### config.mk
export PLATFORM = sky130hd
export DESIGN_NAME = bitstream_bit_reader_top
export DESIGN_NICKNAME = d
export VERILOG_FILES = /design/src/design/bbr_pkg.sv /design/src/design/bbr_core.sv /design/src/design/bitstream_bit_reader_top.sv
export SDC_FILE = /design/constraint.sdc
export NUM_CORES = 1
export LEC_CHECK = 0
export BUFFER_PORTS_ARGS = -buffer_cell sky130_fd_sc_hd__buf_2
export CORE_MARGIN = 3
export CORE_UTILIZATION = 50
export CTS_CLUSTER_SIZE = 40
export DETAILED_ROUTE_END_ITERATION = 7
export GPL_ROUTABILITY_DRIVEN = 0
export PLACE_DENSITY = 0.79
export SLEW_MARGIN = 15
export SYNTH_ARGS = -nofsm -noshare
export SYNTH_HDL_FRONTEND = slang
export SYNTH_HIERARCHICAL = 1
export SYNTH_SLANG_ARGS = --single-unit
### constraint.sdc
create_clock -name clk -period 6.38 [get_ports clk]
set_input_delay 0.319 -clock clk [delete_from_list [all_inputs] [get_ports clk]]
set_output_delay 0.319 -clock clk [all_outputs]
set_load 0.01 [all_outputs]
### src/design/bbr_pkg.sv
// shared types and constants for the msb-first bitstream bit reader
package bbr_pkg;

  localparam int BUFFER_BITS = 64;
  localparam int FILL_W = $clog2(BUFFER_BITS + 1);
  localparam int COUNT_W = 6;
  localparam int VALUE_W = 32;
  localparam int AVAIL_W = 7;

  localparam logic [2:0] REQ_RESTART    = 3'd0;
  localparam logic [2:0] REQ_PUSH       = 3'd1;
  localparam logic [2:0] REQ_GET        = 3'd2;
  localparam logic [2:0] REQ_PEEK       = 3'd3;
  localparam logic [2:0] REQ_PEEK_ALIGN = 3'd4;
  localparam logic [2:0] REQ_PEEK_AFTER = 3'd5;

  localparam logic [2:0] ST_OK      = 3'd0;
  localparam logic [2:0] ST_EOD     = 3'd1;
  localparam logic [2:0] ST_FULL    = 3'd2;
  localparam logic [2:0] ST_BAD     = 3'd3;
  localparam logic [2:0] ST_STARVED = 3'd4;

  localparam logic [COUNT_W-1:0] MAX_COUNT = COUNT_W'(VALUE_W);

  typedef struct packed {
    logic [2:0]         req_type;
    logic [7:0]         data_byte;
    logic               end_of_frame;
    logic [COUNT_W-1:0] bit_count;
  } req_t;

  typedef struct packed {
    logic [VALUE_W-1:0] value;
    logic [3:0]         peeked_count;
    logic [2:0]         status;
    logic [AVAIL_W-1:0] bits_available;
  } rsp_t;

endpackage

### src/design/bbr_core.sv
// bit buffer state and combinational request evaluation
module bbr_core import bbr_pkg::*; (
  input  logic clk,
  input  logic rst,
  input  logic take,
  input  req_t req,
  output rsp_t rsp
);

  logic [BUFFER_BITS-1:0] bit_buffer, bit_buffer_next;
  logic [FILL_W-1:0]      fill_count, fill_count_next;
  logic                   frame_ended, frame_ended_next;
  logic                   eof_flag, eof_flag_next;

  logic [3:0]             align;
  logic [COUNT_W-1:0]     want;
  logic [COUNT_W-1:0]     keep;
  logic [FILL_W-1:0]      want_f;
  logic [FILL_W-1:0]      fill_left;
  logic [FILL_W:0]        push_sum;
  logic [BUFFER_BITS-1:0] shifted;
  logic [VALUE_W-1:0]     keep_mask;
  logic [VALUE_W-1:0]     value;
  logic [3:0]             peeked;
  logic [2:0]             status;

  always_comb begin
    bit_buffer_next  = bit_buffer;
    fill_count_next  = fill_count;
    frame_ended_next = frame_ended;
    eof_flag_next    = eof_flag;
    value            = '0;
    peeked           = 4'd0;
    status           = ST_OK;
    want             = '0;
    keep             = '0;
    align            = (fill_count[2:0] == 3'd0) ? 4'd8 : {1'b0, fill_count[2:0]};
    push_sum         = {1'b0, fill_count} + (FILL_W + 1)'(8);

    // operand selection for the read types
    if (req.req_type == REQ_PEEK_ALIGN) begin
      want   = COUNT_W'(align);
      keep   = COUNT_W'(align);
      peeked = align;
    end else if (req.bit_count > MAX_COUNT) begin
      want = '0;
    end else if (req.req_type == REQ_PEEK_AFTER) begin
      keep = req.bit_count;
      want = (req.bit_count == '0) ? '0 : req.bit_count + COUNT_W'(align);
    end else begin
      want = req.bit_count;
      keep = req.bit_count;
    end
    want_f    = FILL_W'(want);
    fill_left = fill_count - want_f;

    // oldest bits to the bottom, zero padded when short
    if (want_f <= fill_count) begin
      shifted = bit_buffer >> fill_left;
    end else begin
      shifted = bit_buffer << (want_f - fill_count);
    end
    keep_mask = (keep >= MAX_COUNT) ? '1 : ((VALUE_W'(1) << keep) - VALUE_W'(1));

    case (req.req_type)
      REQ_RESTART: begin
        bit_buffer_next  = '0;
        fill_count_next  = '0;
        frame_ended_next = 1'b0;
        eof_flag_next    = 1'b0;
      end
      REQ_PUSH: begin
        if (push_sum > (FILL_W + 1)'(BUFFER_BITS)) begin
          status = ST_FULL;
        end else begin
          bit_buffer_next = {bit_buffer[BUFFER_BITS-9:0], req.data_byte};
          fill_count_next = FILL_W'(push_sum);
        end
        if (req.end_of_frame) begin
          frame_ended_next = 1'b1;
        end
      end
      REQ_GET, REQ_PEEK, REQ_PEEK_ALIGN, REQ_PEEK_AFTER: begin
        if (req.req_type != REQ_PEEK_ALIGN && req.bit_count > MAX_COUNT) begin
          status = ST_BAD;
        end else if (eof_flag) begin
          status = ST_EOD;
        end else if (want == '0) begin
          value = '0;
        end else if (want_f <= fill_count) begin
          value = shifted[VALUE_W-1:0] & keep_mask;
          if (req.req_type == REQ_GET) begin
            fill_count_next = fill_left;
            bit_buffer_next = bit_buffer & ~({BUFFER_BITS{1'b1}} << fill_left);
          end
        end else if (!frame_ended) begin
          status = ST_STARVED;
        end else if (req.req_type == REQ_GET) begin
          bit_buffer_next = '0;
          fill_count_next = '0;
          eof_flag_next   = 1'b1;
          status          = ST_EOD;
        end else begin
          value = shifted[VALUE_W-1:0] & keep_mask;
        end
      end
      default: begin
        status = ST_BAD;
      end
    endcase
  end

  always_ff @(posedge clk) begin
    if (rst) begin
      bit_buffer  <= '0;
      fill_count  <= '0;
      frame_ended <= 1'b0;
      eof_flag    <= 1'b0;
    end else if (take) begin
      bit_buffer  <= bit_buffer_next;
      fill_count  <= fill_count_next;
      frame_ended <= frame_ended_next;
      eof_flag    <= eof_flag_next;
    end
  end

  assign rsp.value          = value;
  assign rsp.peeked_count   = peeked;
  assign rsp.status         = status;
  assign rsp.bits_available = AVAIL_W'(fill_count_next);

endmodule

### src/design/bitstream_bit_reader_top.sv
// top level of the msb-first bitstream bit reader with registered result stage
// a result is registered at its request transfer, into the skid entry when a result waits
// throughput: one request per cycle while req_stall is low; buffer update and shift are combinational
// a two-entry result stage lets a request transfer while one result waits
// rst (synchronous) empties the bit buffer, clears both frame flags and drops pending results
module bitstream_bit_reader_top import bbr_pkg::*; (
  input  logic clk,
  input  logic rst,
  input  logic req_valid,
  output logic req_stall,
  input  req_t req,
  output logic rsp_valid,
  input  logic rsp_stall,
  output rsp_t rsp
);

  rsp_t core_rsp;
  rsp_t skid;
  logic skid_valid;
  logic req_take;
  logic rsp_take;

  assign req_stall = skid_valid;
  assign req_take  = req_valid & ~req_stall;
  assign rsp_take  = rsp_valid & ~rsp_stall;

  bbr_core u_core (
    .clk  (clk),
    .rst  (rst),
    .take (req_take),
    .req  (req),
    .rsp  (core_rsp)
  );

  always_ff @(posedge clk) begin
    if (rst) begin
      rsp_valid  <= 1'b0;
      skid_valid <= 1'b0;
    end else begin
      if (rsp_take) begin
        if (skid_valid) begin
          rsp_valid  <= 1'b1;
          skid_valid <= 1'b0;
        end else begin
          rsp_valid <= req_take;
        end
      end else if (req_take) begin
        if (rsp_valid) begin
          skid_valid <= 1'b1;
        end else begin
          rsp_valid <= 1'b1;
        end
      end
    end
  end

  always_ff @(posedge clk) begin
    if (rsp_take) begin
      if (skid_valid) begin
        rsp <= skid;
      end else if (req_take) begin
        rsp <= core_rsp;
      end
    end else if (req_take) begin
      if (rsp_valid) begin
        skid <= core_rsp;
      end else begin
        rsp <= core_rsp;
      end
    end
  end

endmodule

== Word level (Yosys, flattened, before mapping) ==
Cells that the tools add are included.
Cells by class
  $add $sub $neg: 5
  $mul: 0
  div/mod/pow operators: 0
  order comparisons: 4
  equality and inequality tests: 15
  shift-type cells: 4
  multiplexer cells: 60
  bitwise gates (word level): 8
  reduce and logical (&&, ||, !) cells: 18
Operator list (count)
  two-way mux 64 bit: 8
  two-way mux 32 bit: 9
  two-way mux 46 bit: 5
  case mux 64 bit (3 select lines): 1
  bitwise AND 64 bit: 1
  inverter 64 bit: 1
  left shift 64 x 7 -> 32 bit: 1
  left shift 64 x 7 -> 64 bit (first input constant): 1
  >> shifter 64 x 7 -> 32 bit: 1
  two-way mux 7 bit: 8
  two-way mux 6 bit: 6
  bitwise AND 32 bit: 1
  left shift 1 x 6 -> 32 bit (first input constant): 1
  subtractor 32 x 1 -> 32 bit (second input constant): 1
  case mux 7 bit (3 select lines): 1
  two-way mux 3 bit: 5
  logical NOT 6 bit: 2
  AND reduction 3 bit: 4
  two-way mux 1 bit: 11
  != test 2 bit (second input constant): 5
  != test 3 bit (second input constant): 3
  case mux 3 bit (3 select lines): 1
  AND reduction 9 bit: 1
  adder 7 x 4 -> 8 bit (second input constant): 1
  24 further kinds: 35
Storage, ports and cells
  bits in registers: 167
  latch bits: 0
  bits in writable memories: 0
  bits in read-only memories: 0
  input bits: 22
  output and inout bits: 48
  logic and storage cells: 128
  memories kept: 0

== Depth between registers and ports, before layout ==
Gate-level depths: netlist of run 1.
  depth in word-level cells: 21
  mapped depth: 24
  mapped depth without buffers: 19

== Hierarchy ==
Netlist of run 1, hierarchy kept.
Modules (own cells, without submodules)
  bbr_core: times used 1, cells an instance 1555, area an instance 11626.2 sq um, sequential area each 1461.4 sq um
  bitstream_bit_reader_top: times used 1, cells an instance 157, area an instance 3624.7 sq um, sequential area each 2802.7 sq um

== Worst setup path before layout of run 1 ==
No wires, ideal clock.
  path type: register to register
  start point: reg u_core.fill_count[0]
  end point: reg rsp[18] in the netlist's numbering (data pin)
  library setup time: 0.260 ns
  arrival time: 4.668 ns
  required time: 6.120 ns
  setup slack: 1.452 ns
  stages on the path, launching flop included: 19
  buffers on the path: 5
  clock period less this slack: 4.928 ns
  cells stage by stage: dfxtp_1 clkbuf_1 clkbuf_1 ha_1 inv_1 fa_1 and2_1 o31ai_1 inv_1 fa_1 buf_2 buf_4 buf_2 mux4_2 mux4_2 a211o_1 nand4_1 a21oi_1 mux2_4
RTL lines
  start, declared: line bbr_core.sv:11  | logic [FILL_W-1:0] fill_count, fill_count_next;
  start signal, assigned: line bbr_core.sv:121  | fill_count <= fill_count_next;
  end signal, assigned: line bitstream_bit_reader_top.sv:60  | rsp <= skid;
  end signal, assigned: line bitstream_bit_reader_top.sv:62  | rsp <= core_rsp;
  end signal, assigned: line bitstream_bit_reader_top.sv:68  | rsp <= core_rsp;
  end, declared: line bitstream_bit_reader_top.sv:14  | output rsp_t rsp

==> summary.txt, run 1 <==
Detailed routing
  • Vias post-DR: 15100
  • Total Wirelength: 50800 µm
  • Antenna-violating nets left: 0
  • Drt initial violations: 3367
  • WL/cell: 24.2 µm
  • DRC: 12
  • Drt first pass iters: 8
  • DR vias/cell: 7.17

Synth
  • Syn Inst Count: 1712
  • Yosys warning count: 6
  • Yosys reg bits: 167
  • Synth top area cells: edfxtp_1, mux2i_1, dfxtp_1
  • Top cell type by total area after synthesis: edfxtp_1
  • Syn_area_per_cell: 8.91 µm²
  • Seq/Total Area, Yosys: 28.0%
  • Asr flop ratio synth: 0%
  • Yosys cell types: 101
  • Post-synth net total: 1755
  • Top FF cell, synth: edfxtp_1
  • Area of the mapped netlist: 0.0153 mm²
  • Top cell type's share of synthesized area: 18.1%
  • Post-synth EDFFs: 92

Critical path
  • Crit path kind: register to register
  • CP max stage delay: 0.95 ns
  • WP data required: 6.69 ns
  • Crit-path cells: ha_1, inv_1, fa_1, nand2b_1, a21oi_1, nand2_1, xor2_1, or2_2, inv_1, ha_1, nor2b_1, a221o_1, a211o_1, nor2_1, a211oi_1, nor3_1, o32a_1, nor3_1, mux2_4
  • Worst path slowest cell: a211o_1
  • Critical path arrival: 6.54 ns
  • Worst setup EP type: register
  • Critical path peak fanout: 30
  • Crit start category: register

Timing
  • Actual slew at the worst max-slew pin: 1.24 ns
  • Setup_tns: 0 ns
  • Max Clock Skew: 0.0206 ns
  • F_max: 161 MHz
  • Slew HR: 17.3%
  • Final Max Slew Viols: 0
  • Final hold vios: 0
  • Fin crit share: 97.6%
  • Setup ws final: 0.153 ns
  • Finish-stage setup viols: 0
  • Period minus WS final: 6.23 ns
  • RSZ-0062 raised after global routing: no

Power
  • Power, Total: 4.58 mW
  • Worst vdd ir: 221 µV
  • Lkg Pwr: 6.14 nW
  • Power Dens Cells: 279 mW/mm²

Floorplan
  • Die X: 181 µm
  • Die footprint: 0.0326 mm²
  • Rows: 63
  • Number of I/O pins: 70
  • Placeable Area: 0.0299 mm²
  • Initial Util: 51.0%
  • Vert. Die Dim: 181 µm

Cells and area
  • # fillers: 2623
  • Fin nets: 1741
  • P&R area growth vs syn: 7.53%
  • Layout cells sized above 1: 18.1%
  • Ant. Diodes: 0
  • Util after Layout: 54.9%
  • Design area: 0.0164 mm²

Min path
  • Hold Crit Class: input port to register

Outcome
  • Outcome: finished, violations left
  • Failing checks: DRC

CTS
  • Clock sink count: 167
  • Root Buffer: clkbuf_16
  • CTS max path bufs: 2
  • Clock buffer count from CTS: 17
  • Worst-skew pair later-pin latency: 0.44 ns
  • H-tree Lvls: 4
  • CTS clk-pin slew, worst paths: 0.08 ns
  • CTS tree: done

Place
  • I/O Buffers: 69
  • Placed Area: 0.0158 mm²
  • Post-DP HPWL: 36400 µm
  • Pre-CTS WS: 0.408 ns

GRT
  • Vias in the first global route: 13700
  • First-pass GRT wire length: 78100 µm
  • Antenna violations before repair: 0
  • Total congestion overflow: 0
  • Largest net degree at the start of global routing: 65
  • GRT Resource Usage Total: 29.6%

Run
  • Max-cap viol count: 0
-- cells in the mapped netlist, drive strengths merged (23+ instances only) --
cell type and number:
edfxtp 92, buf 91, dfxtp 75, nor2b 23, nor3 34, mux2i 158, o21ai 116, nand3 63
mux2 57, o211ai 23, a21oi 114, a211oi 41, nand2 267, inv 34, clkbuf 51, mux4 49
nor2 99
-- critical path, delay by kind of cell (launching register included) --
family / cells / cell delay, ns
adders and majority gates: 3 / 1.20
buffers and inverters: 2 / 0.14
muxes: 1 / 0.23
and+or+nand+nor: 7 / 1.46
DFF: 1 / 0.64
AOI/OAI and AO/OA: 5 / 2.26
xor gates and xnor gates: 1 / 0.16
-- sequential cells by signal, indices dropped and copies added, names as in the netlist --
| register | flops |
|---|---|
| req_stall | 1 |
| rsp | 46 |
| rsp_valid | 1 |
| skid | 46 |
| u_core/bit_buffer | 64 |
| u_core/eof_flag | 1 |
| u_core/fill_count | 7 |
| u_core/frame_ended | 1 |
-- cell families after synthesis --
family	count (synthesis)	synth area share (%)
buffers and inverters	177	5.87
AND/OR/NAND/NOR	568	17.4
AO/OA/AOI/OAI	492	22.6
multiplexers	264	22.8
flip-flops	167	28.0
XOR/XNOR	23	1.49
adder cells (fa/ha/maj)	21	1.87
-- final timing paths --
kind                    startpoint               endpoint  slack (ns)  depth (start not counted)
max reg2reg   u_core/fill_count[0]                rsp[17]        0.15                         19
min reg2reg  u_core/bit_buffer[33]  u_core/bit_buffer[41]        0.52                          2
min                        req[14]   u_core/bit_buffer[7]        0.08                          3
max           u_core/fill_count[0]                rsp[17]        0.15                         19
-- power breakdown --
part	switching, mW	internal (mW)
sequential	0.0250	1.18
combinational	1.55	0.745
clock	0.541	0.538
-- timing repair --
item | in CTS | in global routing
hold buffers | 0 | 0
setup buffers | 0 | 1
resized for setup | 0 | 0
setup endpoints to repair | 0 | 1
-- layout by cell type (no fill, tap or decap), drive strengths merged, types with 11 or more instances in the layout --
cell type | Yosys | final
o21ai | 116 | 116
nand2 | 267 | 267
nand2b | 21 | 21
mux4 | 49 | 49
nor2 | 99 | 99
o31ai | 14 | 14
inv | 34 | 42
nand3 | 63 | 63
buf | 91 | 109
o211ai | 23 | 23
edfxtp | 92 | 92
xnor2 | 12 | 12
a31oi | 13 | 13
nor3 | 34 | 34
a32oi | 21 | 21
xor2 | 11 | 11
mux2 | 57 | 57
mux2i | 158 | 158
a221oi | 18 | 18
a211oi | 41 | 41
clkbuf | 51 | 17
o21a | 12 | 12
nor2b | 23 | 23
dfxtp | 75 | 75
ha | 18 | 18
and3 | 13 | 13
a22oi | 14 | 14
a21oi | 114 | 114
a32o | 16 | 16
-- metrics by stage --
| step | hold slack (ns) | cells |
|---|---|---|
| finish | 0.0821 | 2101 |
| detailed placement | 0.500 | 2068 |
| CTS | 0.0760 | 2100 |
| global placement | 0.481 | 2068 |
| floorplan | 0.388 | 1712 |
| global route | 0.0919 | 2101 |
-- layout make-up --
cell class                      count  area, µm²  share of cell area (%)
Clock buffer                       17        425                    2.59
Clock inverter                     15        188                    1.14
Inverter                           35        131                   0.801
Multi-Input combinational cell   1368      10200                    62.3
Sequential cell                   167       4260                    26.0
Tap cell                          390        488                    2.98
Timing Repair Buffer              109        683                    4.17
-- routing by layer --
| metal | track usage, % | share of wire, % |
|---|---|---|
| met1 | 40.4 | 38 |
| met2 | 44.9 | 43 |
| met3 | 7.23 | 13 |
| met4 | 12.6 | 5.9 |
| met5 | 0 | 0 |
Power figures use the tool's default switching activity.
==> inputs of run 2 (changes only) <==
--- a/config.mk
+++ b/config.mk
@@ -5,6 +5,7 @@
 export SDC_FILE = /design/constraint.sdc
 export NUM_CORES = 1
 export LEC_CHECK = 0
+export ABC_AREA = 1
 export BUFFER_PORTS_ARGS = -buffer_cell sky130_fd_sc_hd__buf_2
 export CORE_MARGIN = 3
 export CORE_UTILIZATION = 50
==> summary.txt, run 2 <==
Outcome
  • Outcome: finished, violations left
  • Failing checks: DRC

Critical path
  • Worst setup EP type: register
  • WP data required: 6.58 ns (-0.11 ns)
  • Critical path peak fanout: 35 (+17%)
  • Critical path arrival: 5.59 ns (-0.95 ns)
  • Crit path kind: register to register
  • CP Launch Point: u_core/fill_count[1]
  • Crit start category: register
  • Reg2Reg Launch Point: u_core/fill_count[1]

Synth
  • Yosys reg bits: 167 (unchanged)
  • Largest family of logic cells by synthesized area: simple AND/OR/NAND/NOR gates
  • Yosys warning count: 6 (unchanged)
  • Commonest cells in the synthesized netlist: nand2_1, nand3_1, nor2_1, o21ai_0, inv_1
  • Proportion of synthesized area in mux cells: 0.126% (-23 points)
  • Top cell type by total area after synthesis: nand2_1
  • Synth top area cells: nand2_1, edfxtp_1, nand3_1
  • Syn Inst Count: 2698 (+58%)
  • Seq/Total Area, Yosys: 26.8% (-1.2 points)
  • Syn_area_per_cell: 5.90 µm² (-34%)
  • Compound-Gate Fraction of Synth Area: 14.5% (-8.1 points)
  • Top cell type's share of synthesized area: 21.7% (+3.5 points)
  • Yosys cell types: 58 (-43%)
  • Top FF cell, synth: edfxtp_1
  • XOR/XNOR Fraction of Synth Area: 0.660% (-0.83 points)
  • Asr flop ratio synth: 0% (unchanged)
  • Area of the mapped netlist: 0.0159 mm² (+4.4%)
  • Top-count cell post-synth: nand2_1
  • Post-synth EDFFs: 92 (unchanged)
  • Post-synth net total: 2741 (+56%)
  • Post-synthesis adder-cell area fraction: 1.79% (-0.079 points)
  • Synth Area in Simple Gates: 47.0% (+30 points)

Cells and area
  • Regs by FF count: u_core/bit_buffer: 64 flops, rsp: 46 flops, skid: 46 flops
  • Most frequent cells in the layout: nand2_1, nand3_1, nor2_1, o21ai_0, inv_1
  • Ant. Diodes: 0 (unchanged)
  • Layout cells sized above 1: 7.76% (-10 points)
  • Multi-input logic area: 0.0103 mm² (+0.46%)
  • Most common cell after layout, fill and taps aside: nand2_1
  • Register area: 0.00426 mm² (unchanged)
  • Fin nets: 2686 (+54%)
  • Util after Layout: 54.3% (-0.61 points)
  • Number of flip-flops in the largest register: 64 (unchanged)
  • P&R area growth vs syn: 5.61%
  • # fillers: 3075 (+17%)
  • Biggest register: u_core/bit_buffer

CTS
  • Clock sink count: 167 (unchanged)
  • Resized cells post-CTS: 0 (unchanged)
  • CTS clk-pin slew, worst paths: 0.07 ns (about the same)
  • Root Buffer: clkbuf_16
  • Hold buffers post-CTS: 0 (unchanged)
  • CTS tree: done
  • CTS max path bufs: 2 (unchanged)
  • Worst-skew pair later-pin latency: 0.45 ns (about the same)
  • H-tree Lvls: 4 (unchanged)
  • Clock buffer count from CTS: 17 (unchanged)
  • Post-CTS setup buffer count: 0 (unchanged)

Power
  • Worst vdd ir: 220 µV (-0.64%)
  • Power Dens Cells: 354 mW/mm² (+27%)
  • Lkg Pwr: 7.83 nW (+28%)
  • Power, Total: 5.95 mW (+30%)

Floorplan
  • Placeable Area: 0.0310 mm² (+3.7%)
  • Die footprint: 0.0340 mm² (+4.3%)
  • Rows: 64 (+1.6%)
  • Number of I/O pins: 70 (unchanged)
  • Vert. Die Dim: 184 µm (+2.1%)
  • Die X: 184 µm (+2.1%)
  • Initial Util: 51.4% (+0.35 points)

Min path
  • Hold Startpoint: req[13]
  • Hold Crit Class: input port to register

Timing
  • Fin crit share: 84.5% (-13 points)
  • Setup_tns: 0 ns (unchanged)
  • RSZ-0062 raised after global routing: no
  • Actual slew at the worst max-slew pin: 1.19 ns (-0.0486 ns)
  • Finish-stage setup viols: 0 (unchanged)
  • Final hold vios: 0 (unchanged)
  • Max Clock Skew: 0.0152 ns (-0.00545 ns)
  • F_max: 186 MHz (+16%)
  • Final Max Slew Viols: 0 (unchanged)
  • Slew HR: 20.5% (+3.2 points)
  • Period minus WS final: 5.39 ns (-0.838 ns)

GRT
  • First-pass GRT wire length: 88400 µm (+13%)
  • Vias in the first global route: 16900 (+23%)
  • Antenna violations before repair: 0 (unchanged)
  • Total congestion overflow: 0 (unchanged)
  • GRT Resource Usage Total: 32.3% (+2.7 points)
  • Largest net degree at the start of global routing: 101 (+55%)

Detailed routing
  • Drt initial violations: 3541 (+5.2%)
  • WL/cell: 18.5 µm (-24%)
  • DRC: 1 (-11)
  • Total Wirelength: 56300 µm (+11%)
  • DR vias/cell: 6.24 (-13%)
  • Antenna-violating nets left: 0 (unchanged)
  • Drt first pass iters: 8 (unchanged)
  • Vias post-DR: 19100 (+27%)

Place
  • Post-DP HPWL: 40700 µm (+12%)
  • I/O Buffers: 69 (unchanged)

Run
  • Max-cap viol count: 0 (unchanged)
## run 2: cell count changes after synthesis, sizes merged, moves of 49 or more
cell	change
nand4	+49
nand2	+664
o21ai	+82
nor2	+189
mux4	-49
inv	+133
mux2	-57
mux2i	-156
nand3	+359
## run 2: cells by family after synthesis
family,count (synthesis)
simple gates,1740
compound gates,419
buf+inv,340
flops,167
fa+ha+maj,21
xor+xnor,9
mux,2
## run 2: through the flow
stage          cells  hold slack, ns  instance area (µm²)  worst slack [ns]
2_1_floorplan   2698           0.391                15900              1.73
3_3_place_gp    3019           0.459                16200              1.35
3_5_place_dp    3019           0.463                16200              1.25
4_1_cts         3051           0.114                16800              1.23
5_1_grt         3052           0.129                16800             0.678
6_report        3052           0.124                16800             0.991
## run 2: report_power, final
group	total [mW]	internal (mW)	switching, mW	leakage [nW]
registers	1.25	1.21	0.0393	1.54
clock network	1.06	0.538	0.523	0.293
logic	3.64	0.980	2.66	6.00
## run 2: final cells by class
type                            count  share of cell area (%)
Clock inverter                     14                   0.907
Inverter                          169                    3.77
Clock buffer                       18                    2.61
Tap cell                          396                    2.95
Sequential cell                   167                    25.3
Multi-Input combinational cell   2191                    61.0
Timing Repair Buffer               97                    3.38
## run 2: worst max-delay path, stage by stage (launching register included)
cell	delay [ns]
dfxtp_1	0.58
inv_1	0.24
fa_1	0.44
xnor2_1	0.14
nand3_1	0.08
nand2_1	0.07
a21oi_2	0.20
inv_1	0.07
ha_1	0.49
nand3_1	0.12
nand3_1	0.27
xor2_4	0.39
buf_4	0.44
nand2_1	0.18
inv_1	0.34
nand2_1	0.08
o21ai_0	0.14
o21ai_0	0.14
a21oi_1	0.42
nor3_1	0.15
nand2_1	0.10
nand2_1	0.06
## run 2: final timing paths
kind / to / slack [ns] / cells past startpoint
worst max-delay path: rsp[29] / 0.99 / 21
worst min-delay path: u_core/bit_buffer[6] / 0.12 / 3
worst max register to register: rsp[29] / 0.99 / 21
worst min register to register: u_core/bit_buffer[38] / 0.49 / 2
## run 2: metal layers
metal  vias up  global-route usage [%]  wire length (µm)
met1      8438                    43.2             21500
met4         0                    17.2              3560
met3       286                    7.64              7770
li1       8868                       -                 -
met2      1458                    48.6             23500
met5         -                       0                 0
